===== config.mk =====
export PLATFORM = sky130hd
export DESIGN_NAME = isel_unit
export DESIGN_NICKNAME = d
export VERILOG_FILES = /design/src/hw/rtl/isel_pkg.sv /design/src/hw/rtl/isel_unit.sv
export SDC_FILE = /design/constraint.sdc
export NUM_CORES = 1
export LEC_CHECK = 0
export ABC_AREA = 1
export BUFFER_PORTS_ARGS = -buffer_cell sky130_fd_sc_hd__buf_4
export CAP_MARGIN = 20
export CORE_MARGIN = 4
export CORE_UTILIZATION = 39
export DETAILED_ROUTE_END_ITERATION = 7
export SYNTH_ARGS = -nofsm -noshare
export SYNTH_HDL_FRONTEND = slang
export SYNTH_SLANG_ARGS = --single-unit

===== constraint.sdc =====
create_clock -name vclk -period 10.5
set_clock_uncertainty 0.2 [all_clocks]
set_input_delay 2.1 -clock vclk [all_inputs]
set_output_delay 2.1 -clock vclk [all_outputs]
set_load 0.01 [all_outputs]

===== src/hw/rtl/isel_pkg.sv =====
`timescale 1ns / 1ps
`default_nettype none
package isel_pkg;

	localparam int MAX_CAND = 64;
	localparam int IDX_W    = $clog2(MAX_CAND);
	localparam int CNT_W    = $clog2(MAX_CAND + 1);
	localparam int DATA_W   = 32;
	localparam int CFG_W    = 7;
	localparam int MAT_AW   = 2 * IDX_W;

	localparam logic [1:0] CMD_FIT = 2'd0;
	localparam logic [1:0] CMD_MAT = 2'd1;
	localparam logic [1:0] CMD_RUN = 2'd2;

	localparam logic REG_TOTAL = 1'b0;
	localparam logic REG_KEEP  = 1'b1;

	localparam logic [CFG_W-1:0] TOTAL_RST = CFG_W'(64);
	localparam logic [CFG_W-1:0] KEEP_RST  = CFG_W'(32);

	typedef struct packed {
		logic                     gt;
		logic signed [DATA_W-1:0] diff;
	} unit_res_t;

endpackage
`default_nettype wire


===== src/hw/rtl/isel_unit.sv =====
`timescale 1ns / 1ps
`default_nettype none
module isel_unit (
	input  wire logic signed [isel_pkg::DATA_W-1:0] a,
	input  wire logic signed [isel_pkg::DATA_W-1:0] b,
	output isel_pkg::unit_res_t                     res
);

	logic signed [isel_pkg::DATA_W:0] d;

	assign d = {a[isel_pkg::DATA_W-1], a} - {b[isel_pkg::DATA_W-1], b};

	always_comb begin
		res.gt = ~d[isel_pkg::DATA_W] & (d != '0);
		if (d[isel_pkg::DATA_W] != d[isel_pkg::DATA_W-1]) begin
			// saturate toward the sign of the exact difference
			res.diff = d[isel_pkg::DATA_W] ? {1'b1, {(isel_pkg::DATA_W-1){1'b0}}}
			                               : {1'b0, {(isel_pkg::DATA_W-1){1'b1}}};
		end else begin
			res.diff = d[isel_pkg::DATA_W-1:0];
		end
	end

endmodule
`default_nettype wire


**Yosys cells after proc, flatten, opt, wreduce, memory -nomap -nowiden**

Cells that the tools add are included.

- Muxes and demuxes: 2
- $add $sub $neg: 1
- Bitwise operators: 2
- Reduce and logical (&&, ||, !) cells: 1
- Eq/ne operators: 1

Operators with widths:

| cell | count |
|---|---|
| 2-to-1 mux 32 bit | 2 |
| nonzero test 33 bit | 1 |
| subtractor 32 x 32 -> 33 bit | 1 |
| AND 1 bit | 1 |
| != test 1 bit | 1 |
| NOT 1 bit | 1 |

- Input bits: 64
- Output and inout bits: 33
- Word-level logic and storage cells: 7
- Register bits after elaboration: 0

**Logic depth before layout (Yosys ltp)**

Gate-level depths: netlist (run 1).

- Depth in word-level cells: 3
- Gate-level depth with buffers: 20
- Gate-level depth less buffers: 19

**Least setup slack after synthesis (run 1)**

OpenSTA, ideal clock, no wires.

- Kind: in2out
- Start point: input port a[0] in the netlist's numbering
- End point: output port res[13] in the netlist's numbering
- Slack: 4145 ps
- Path buffers: 1
- Arrival time: 4055 ps
- Cell stages on the path: 16
- Required time: 8200 ps
- Cells stage by stage: inv_1 -> ha_1 -> fa_1 -> inv_1 -> nand3_1 -> nand3_2 -> nand2_1 -> nand2_1 -> nand2_1 -> nand3_2 -> nand2_2 -> nand2_4 -> xor2_4 -> nand2_4 -> buf_6 -> a31oi_2

RTL lines:

| element | line | RTL |
|---|---|---|
| start, declared | isel_unit.sv:4 | `input wire logic signed [isel_pkg::DATA_W-1:0] a,` |
| end, declared | isel_unit.sv:6 | `output isel_pkg::unit_res_t res` |

==> results of run 1 <==
## synthesized netlist by cell type, types with 2 or more instances
| cell | n |
|---|---|
| sky130_fd_sc_hd__nand2_2 | 14 |
| sky130_fd_sc_hd__a21oi_2 | 10 |
| sky130_fd_sc_hd__nor2_2 | 4 |
| sky130_fd_sc_hd__ha_1 | 32 |
| sky130_fd_sc_hd__a21oi_1 | 19 |
| sky130_fd_sc_hd__nand4_1 | 8 |
| sky130_fd_sc_hd__nand2_1 | 264 |
| sky130_fd_sc_hd__nand3_2 | 2 |
| sky130_fd_sc_hd__o21ai_0 | 7 |
| sky130_fd_sc_hd__o21bai_1 | 2 |
| sky130_fd_sc_hd__nand3_1 | 34 |
| sky130_fd_sc_hd__xnor2_1 | 6 |
| sky130_fd_sc_hd__xor2_1 | 3 |
| sky130_fd_sc_hd__buf_6 | 4 |
| sky130_fd_sc_hd__inv_1 | 156 |
| sky130_fd_sc_hd__nand3b_1 | 2 |
| sky130_fd_sc_hd__nor2_1 | 55 |
| sky130_fd_sc_hd__a31oi_2 | 8 |
| sky130_fd_sc_hd__nand2_4 | 2 |
| sky130_fd_sc_hd__inv_2 | 3 |
| sky130_fd_sc_hd__nor3_1 | 3 |
| sky130_fd_sc_hd__o21ai_1 | 2 |
## cell type report
type,instances,area (µm²)
fillers,865,3850
multi-input cells,482,2500
repair buffers,97,728
inverters,160,601
well taps,102,128
## cells by family after synthesis
logic type / share of synthesized area
simple gates: 0.514
buf+inv: 0.209
compound gates: 0.111
fa+ha+maj: 0.133
xor+xnor: 0.0337
## final timing paths
| path | from | end | depth (start not counted) |
|---|---|---|---|
| setup / recovery | a[0] | res[2] | 19 |
| hold / removal | b[0] | res[0] | 4 |
## per-layer routing
metal / vias to the layer above / global-route usage / routed length [µm]
met3: 4 / 0.00786 / 598
li1: 2130 / - / -
met2: 91 / 0.333 / 4640
met4: 0 / 0.0213 / 57
met1: 1679 / 0.314 / 5180
met5: - / 0 / 0
## metrics by stage
step | util | cell area [µm²] | std cells | setup WS, ns
2_1_floorplan | - | 3150 | 648 | 4.14
3_3_place_gp | 0.506 | 3950 | 841 | 3.31
3_5_place_dp | 0.506 | 3950 | 841 | 3.22
4_1_cts | 0.506 | 3950 | 841 | 3.20
5_1_grt | 0.506 | 3950 | 841 | 2.93
6_report | 0.506 | 3950 | 841 | 3.24
## where the power goes
part	internal, mW	switching, mW	total, mW
registers	0	0	0
clock network	0	0	0
logic	0.135	0.190	0.325
## worst max-delay path: cells and delay by family
| kind | cells | cell delay [ns] |
|---|---|---|
| buffers and inverters | 5 | 0.69 |
| adder cells (fa/ha/maj) | 2 | 0.62 |
| XOR/XNOR | 1 | 0.09 |
| AND/OR/NAND/NOR | 11 | 1.45 |
==> impl_metrics.ini, run 1 <==
[detailed_routing]
firstDrtPassIters = 4
vias = 3904
drt_wl_total_um = 10500
wl_per_cell_um = 12.5
avgViaCountPerCell = 4.64
remaining_drc_errors = 0
drt_iter0_markers = 207
remaining_number_of_nets_flagged_by_the_antenna_check_after_routing = 0

[yosys]
synth.distinct_cells = 30
yosysTopAreaCellShare = 0.314
syn-mean-instance-area_um2 = 4.87
syn_nets = 745
post-synth-top-area-cell = sky130_fd_sc_hd__nand2_1
synth.top_cells.by_area = sky130_fd_sc_hd__nand2_1, sky130_fd_sc_hd__inv_1, sky130_fd_sc_hd__ha_1
synth-seq-area-share = 0
post_syn_instances = 648
synth.cell_area_um2 = 3150
ys_warnings = 0

[worst_setup_path]
cp_data_arrival_time_ns = 4.96
critical_path.max_stage_delay_ns = 0.56
cp_max_fo = 21
criticalPathCategory = input port to output pin
slowest_stage = sky130_fd_sc_hd__nor2_4
critical-path-top-cell-by-count = sky130_fd_sc_hd__nand2_1
start_kind = input port
cp.required_ns = 8.20
cp_cell_sequence = buf_4 -> inv_1 -> ha_1 -> fa_1 -> inv_1 -> nand3_1 -> nand3_2 -> nand2_1 -> nand2_1 -> nand2_1 -> nand3_2 -> nand2_2 -> nand2_4 -> xor2_4 -> nor2_4 -> inv_2 -> nand2_1 -> nand2_1 -> buf_4
timing.critical_path.to_type = output pin

[flow_run]
timing.max_cap.violations = 0

[cells_and_area]
layout.cells.most_common = sky130_fd_sc_hd__nand2_1
drive_above_1_share = 0.192
most_frequent_cells_in_the_layout = sky130_fd_sc_hd__nand2_1, sky130_fd_sc_hd__inv_1, sky130_fd_sc_hd__buf_4
final_net_count = 838
synthToLayoutAreaGrowth_pct = 25.3
n_antenna_cell = 0
clockBufferCount = 0
ff_latch_area_um2 = 0
nFlopsAndLatches = 0

[global_route]
antenna_violations_before_repair = 0
grt_overflow = 0
grt_max_degree = 32
first_global_vias = 3477
grt.total_usage = 0.206
grt_pass1_wl_um = 16600

[hold_path]
hp-class = input port to output pin

[floorplanning]
design.die.area_um2 = 9590
initial_utilization = 0.404
design.core.area_um2 = 7810
row_count = 32
io-pin-count = 97
fp.dieW_um = 97.9
die_y_um = 97.9

[sta]
finalSetupViolCount = 0
hold_ws_ns = 4.41
period_needed_ns = 7.26
final_number_of_max_transition_violations = 0
final.setup.tns_ns = 0
timing.slew.headroom = 0.524
worst_pin_slew_ns = 0.713
count_of_endpoints_failing_hold_in_the_final_timing_report = 0
fmax_ghz = 0.138
final_min_period_over_clock_period = 0.691
rsz0062_at_grt = false

[placed_design]
portBuffers = 97
dpl.hpwl_um = 9470
gpl.final_weighted_congestion = 0.941

[pwr]
pd_cells_nw_per_um2 = 82.3
totalPowerFinal_mw = 0.325
p_leak_nw = 2.58
irDropWorstVdd_uv = 37.4

[cts]
hold_buffers = 0
cts_resized = 0
post_cts_setup_bufs = 0

[status]
outcome = complete, no violations
(Power assumes the default switching activity.)
==> inputs of run 2 (changes only) <==
Clock period 10.5 ns to 7.4 ns, I/O delays scaled along.
==> run 2 against run 1 <==
Final area unchanged; flip-flop and latch count unchanged; die area did not move; largest cell class unchanged.
==> impl_metrics.ini, run 2 (same netlist as run 1, synthesis figures left out) <==
[cells_and_area]
clockBufferCount = 0
most_frequent_cells_in_the_layout = sky130_fd_sc_hd__nand2_1, sky130_fd_sc_hd__inv_1, sky130_fd_sc_hd__buf_4
synthToLayoutAreaGrowth_pct = 25.3
layout.cells.most_common = sky130_fd_sc_hd__nand2_1
fin_util = 0.506
nFlopsAndLatches = 0
drive_above_1_share = 0.192
n_antenna_cell = 0
final_net_count = 838
ff_latch_area_um2 = 0

[worst_setup_path]
critical_path.max_stage_delay_ns = 0.58
criticalPathCategory = input port to output pin
timing.critical_path.to_type = output pin
cp_cell_sequence = buf_4 -> inv_1 -> ha_1 -> fa_1 -> inv_1 -> nand3_1 -> nand3_2 -> nand2_1 -> nand2_1 -> nand2_1 -> nand3_2 -> nand2_2 -> nand2_4 -> xor2_4 -> nor2_4 -> inv_2 -> nand2_2 -> nand2_1 -> buf_4
critical_path_launch_point = a[0]
cp_max_fo = 21
cp.required_ns = 5.72
slowest_stage = sky130_fd_sc_hd__nor2_4
cp_data_arrival_time_ns = 4.40
start_kind = input port
critical-path-top-cell-by-count = sky130_fd_sc_hd__nand2_1

[floorplanning]
design.die.area_um2 = 9590
fp.dieW_um = 97.9
die_y_um = 97.9
row_count = 32
design.core.area_um2 = 7810
io-pin-count = 97
initial_utilization = 0.404

[hold_path]
holdPathEnd = res[0]
hp-class = input port to output pin
hp-start = b[0]
hold_path_depth = 4

[sta]
rsz0062_at_grt = false
fmax_ghz = 0.165
count_of_endpoints_failing_hold_in_the_final_timing_report = 0
final_number_of_max_transition_violations = 0
final_min_period_over_clock_period = 0.821
hold_ws_ns = 3.17
period_needed_ns = 6.08
worst_pin_slew_ns = 0.741
finalSetupViolCount = 0
timing.slew.headroom = 0.505
final.setup.tns_ns = 0
post-route-worst-setup-slack_ns = 1.32

[cts]
cts_resized = 0
hold_buffers = 0
post_cts_setup_bufs = 0

[status]
outcome = complete, no violations

[global_route]
grt_max_degree = 32
first_global_vias = 3556
grt_overflow = 0
grt_pass1_wl_um = 17000
grt.total_usage = 0.209
antenna_violations_before_repair = 0

[detailed_routing]
firstDrtPassIters = 4
avgViaCountPerCell = 4.65
remaining_number_of_nets_flagged_by_the_antenna_check_after_routing = 0
drt_wl_total_um = 10400
vias = 3907
drt_iter0_markers = 222
wl_per_cell_um = 12.3
remaining_drc_errors = 0

[placed_design]
gpl.final_weighted_congestion = 0.897
dpl.hpwl_um = 9350
place_worst_setup_slack_ns = 1.35
portBuffers = 97

[flow_run]
timing.max_cap.violations = 0

[pwr]
totalPowerFinal_mw = 0.459
pd_cells_nw_per_um2 = 116
p_leak_nw = 2.58
irDropWorstVdd_uv = 49.5
run 2: cell counts in the layout (fill, tap and decap cells not counted):
No cell type changed its count.
run 2: worst max-delay path, delay by kind of cell:
| family | cells | cell delay, ns |
|---|---|---|
| buf+inv | 5 | 0.68 |
| xor+xnor | 1 | 0.09 |
| fa+ha+maj | 2 | 0.61 |
| simple gates | 11 | 1.53 |
run 2: area by class of cell:
cell class         count  area (µm²)
inverters            160         601
fillers              911        3850
repair buffers        97         728
well taps            102         128
multi-input cells    482        2500
run 2: through the flow:
step           cell area, µm²  cells
2_1_floorplan            3150    648
3_3_place_gp             3950    841
3_5_place_dp             3950    841
4_1_cts                  3950    841
5_1_grt                  3950    841
6_report                 3950    841
run 2: worst max-delay path by stage:
| stage | endpoint | slack, ns | depth (start not counted) |
|---|---|---|---|
| after floorplan | res[13] | 2.28 | 16 |
| after global placement | res[2] | 1.39 | 18 |
| after detailed placement | res[26] | 1.35 | 19 |
| after CTS | res[19] | 1.33 | 19 |
| after global routing | res[2] | 1.06 | 19 |
| final | res[19] | 1.32 | 19 |
run 2: power breakdown:
group	internal [mW]	leakage, nW	total (mW)	switching, mW
clock	0	0	0	0
combinational	0.192	2.58	0.459	0.268
sequential	0	0	0	0
run 2: per-layer routing:
layer | global-route usage | part of all wire
met1 | 0.308 | 0.49
met2 | 0.357 | 0.45
met3 | 0.00786 | 0.054
met4 | 0.00319 | 0.0020
met5 | 0 | 0
==> inputs of run 3 (changes only) <==
Clock period 7.4 ns to 5.9 ns, I/O delays scaled along.
==> run 3 against run 2 <==
Flip-flop and latch count did not move; critical path depth shrank 2; via count rose by 4.2%; sequential share of layout area did not move; count of clock-buffer cells in the layout stayed put; total power is 27% higher; final cell count increased by 0.12%; global-route usage grew 0.38 points; wire length grew 3.5%; worst hold slack got worse by 0.59 ns; utilization increased by 0.096 points; critical path type unchanged; critical endpoint is now res[16]; largest power group unchanged; highest routed layer unchanged.
==> impl_metrics.ini, run 3 (same netlist as run 1, synthesis figures left out) <==
[sta]
fmax_ghz = 0.197
worst_pin_slew_ns = 0.511
period_needed_ns = 5.08
final.setup.tns_ns = 0
final_min_period_over_clock_period = 0.861
post-route-worst-setup-slack_ns = 0.821
finalSetupViolCount = 0
rsz0062_at_grt = false
final_number_of_max_transition_violations = 0
timing.slew.headroom = 0.656
count_of_endpoints_failing_hold_in_the_final_timing_report = 0

[hold_path]
hp-start = b[0]
hp-class = input port to output pin
hold_path_depth = 4
holdPathEnd = res[0]

[worst_setup_path]
cp_data_arrival_time_ns = 3.70
critical_path_buf_inv_count = 4
start_kind = input port
slowest_stage = sky130_fd_sc_hd__fa_1
critical-path-top-cell-by-count = sky130_fd_sc_hd__nand2_1
criticalPathCategory = input port to output pin
critical_path.top_delay_family = simple AND/OR/NAND/NOR gates
timing.critical_path.to_type = output pin
cp.required_ns = 4.52
cp_max_fo = 31
critical_path.max_stage_delay_ns = 0.40
cp_cell_sequence = buf_4 -> inv_1 -> ha_1 -> fa_1 -> inv_1 -> nand3_1 -> nand3_2 -> nand2_1 -> nand2_1 -> nand2_1 -> nand3_2 -> nand2_2 -> nand2_4 -> xor2_4 -> nand2_4 -> a31oi_2 -> buf_4

[cells_and_area]
drive_above_1_share = 0.193
synthToLayoutAreaGrowth_pct = 25.5
clockBufferCount = 0
final_net_count = 839
final_area_um2 = 3960
n_antenna_cell = 0
nFlopsAndLatches = 0
most_frequent_cells_in_the_layout = sky130_fd_sc_hd__nand2_1, sky130_fd_sc_hd__inv_1, sky130_fd_sc_hd__buf_4
ff_latch_area_um2 = 0
fillCellCount = 915
layout.cells.most_common = sky130_fd_sc_hd__nand2_1

[placed_design]
postPlaceCellArea_um2 = 3960
gpl.final_weighted_congestion = 0.912
portBuffers = 97
dpl.hpwl_um = 9540
place_worst_setup_slack_ns = 0.823

[detailed_routing]
remaining_number_of_nets_flagged_by_the_antenna_check_after_routing = 0
drt_iter0_markers = 300
avgViaCountPerCell = 4.84
drt_wl_total_um = 10700
wl_per_cell_um = 12.8
remaining_drc_errors = 0
firstDrtPassIters = 5
vias = 4073

[status]
outcome = complete, no violations

[floorplanning]
fp.dieW_um = 97.9
design.die.area_um2 = 9590
io-pin-count = 97
initial_utilization = 0.404
die_y_um = 97.9
design.core.area_um2 = 7810
row_count = 32

[global_route]
grt.total_usage = 0.213
grt_overflow = 0
grt_max_degree = 32
grt_pass1_wl_um = 17300
antenna_violations_before_repair = 0
first_global_vias = 3674

[pwr]
p_leak_nw = 2.59
pd_cells_nw_per_um2 = 148
irDropWorstVdd_uv = 55.6

[cts]
cts_resized = 0
hold_buffers = 0
post_cts_setup_bufs = 0

[flow_run]
timing.max_cap.violations = 0
[run 3: changes by cell type in the layout (fill, tap and decap cells not counted)]
cell	delta
sky130_fd_sc_hd__buf_4	+1
[run 3: power by group]
part           total (mW)  switching (mW)  internal (mW)
Clock                   0               0              0
Combinational       0.584           0.342          0.242
Sequential              0               0              0
Total               0.584           0.342          0.242
[run 3: final cells by class]
cell class / instances / area (µm²) / area share
Multi-Input combinational cell: 482 / 2500 / 0.630
Timing Repair Buffer: 98 / 736 / 0.186
Inverter: 160 / 601 / 0.152
Tap cell: 102 / 128 / 0.0322
[run 3: worst max-delay path by stage]
stage          startpoint  endpoint  slack (ns)  cells after the start
6_report             a[0]   res[16]        0.82                     17
5_1_grt             a[14]   res[19]        0.62                     18
4_1_cts              a[0]   res[24]        0.81                     17
3_5_place_dp         a[0]   res[24]        0.82                     17
3_3_place_gp        a[14]   res[20]        0.89                     18
2_1_floorplan        a[0]   res[13]        1.38                     16
[run 3: through the flow]
step,cells,power [mW],hold WS (ns),util
finish,842,0.584,2.58,0.507
floorplan,648,0.371,2.36,-
CTS,842,0.585,2.59,0.507
detailed placement,842,0.583,2.59,0.507
global route,842,0.646,2.62,0.507
global placement,842,0.577,2.58,0.507
[run 3: layer usage]
layer / wire, µm / track usage
met4: 65 / 0.0170
met3: 740 / 0.0164
met5: 0 / 0
met1: 5180 / 0.311
met2: 4760 / 0.353
[run 3: worst min-delay path, delay by kind of cell]
kind | cells | cell delay [ns]
buffers and inverters | 2 | 0.22
adder cells (fa/ha/maj) | 1 | 0.14
AO/OA/AOI/OAI | 1 | 0.06
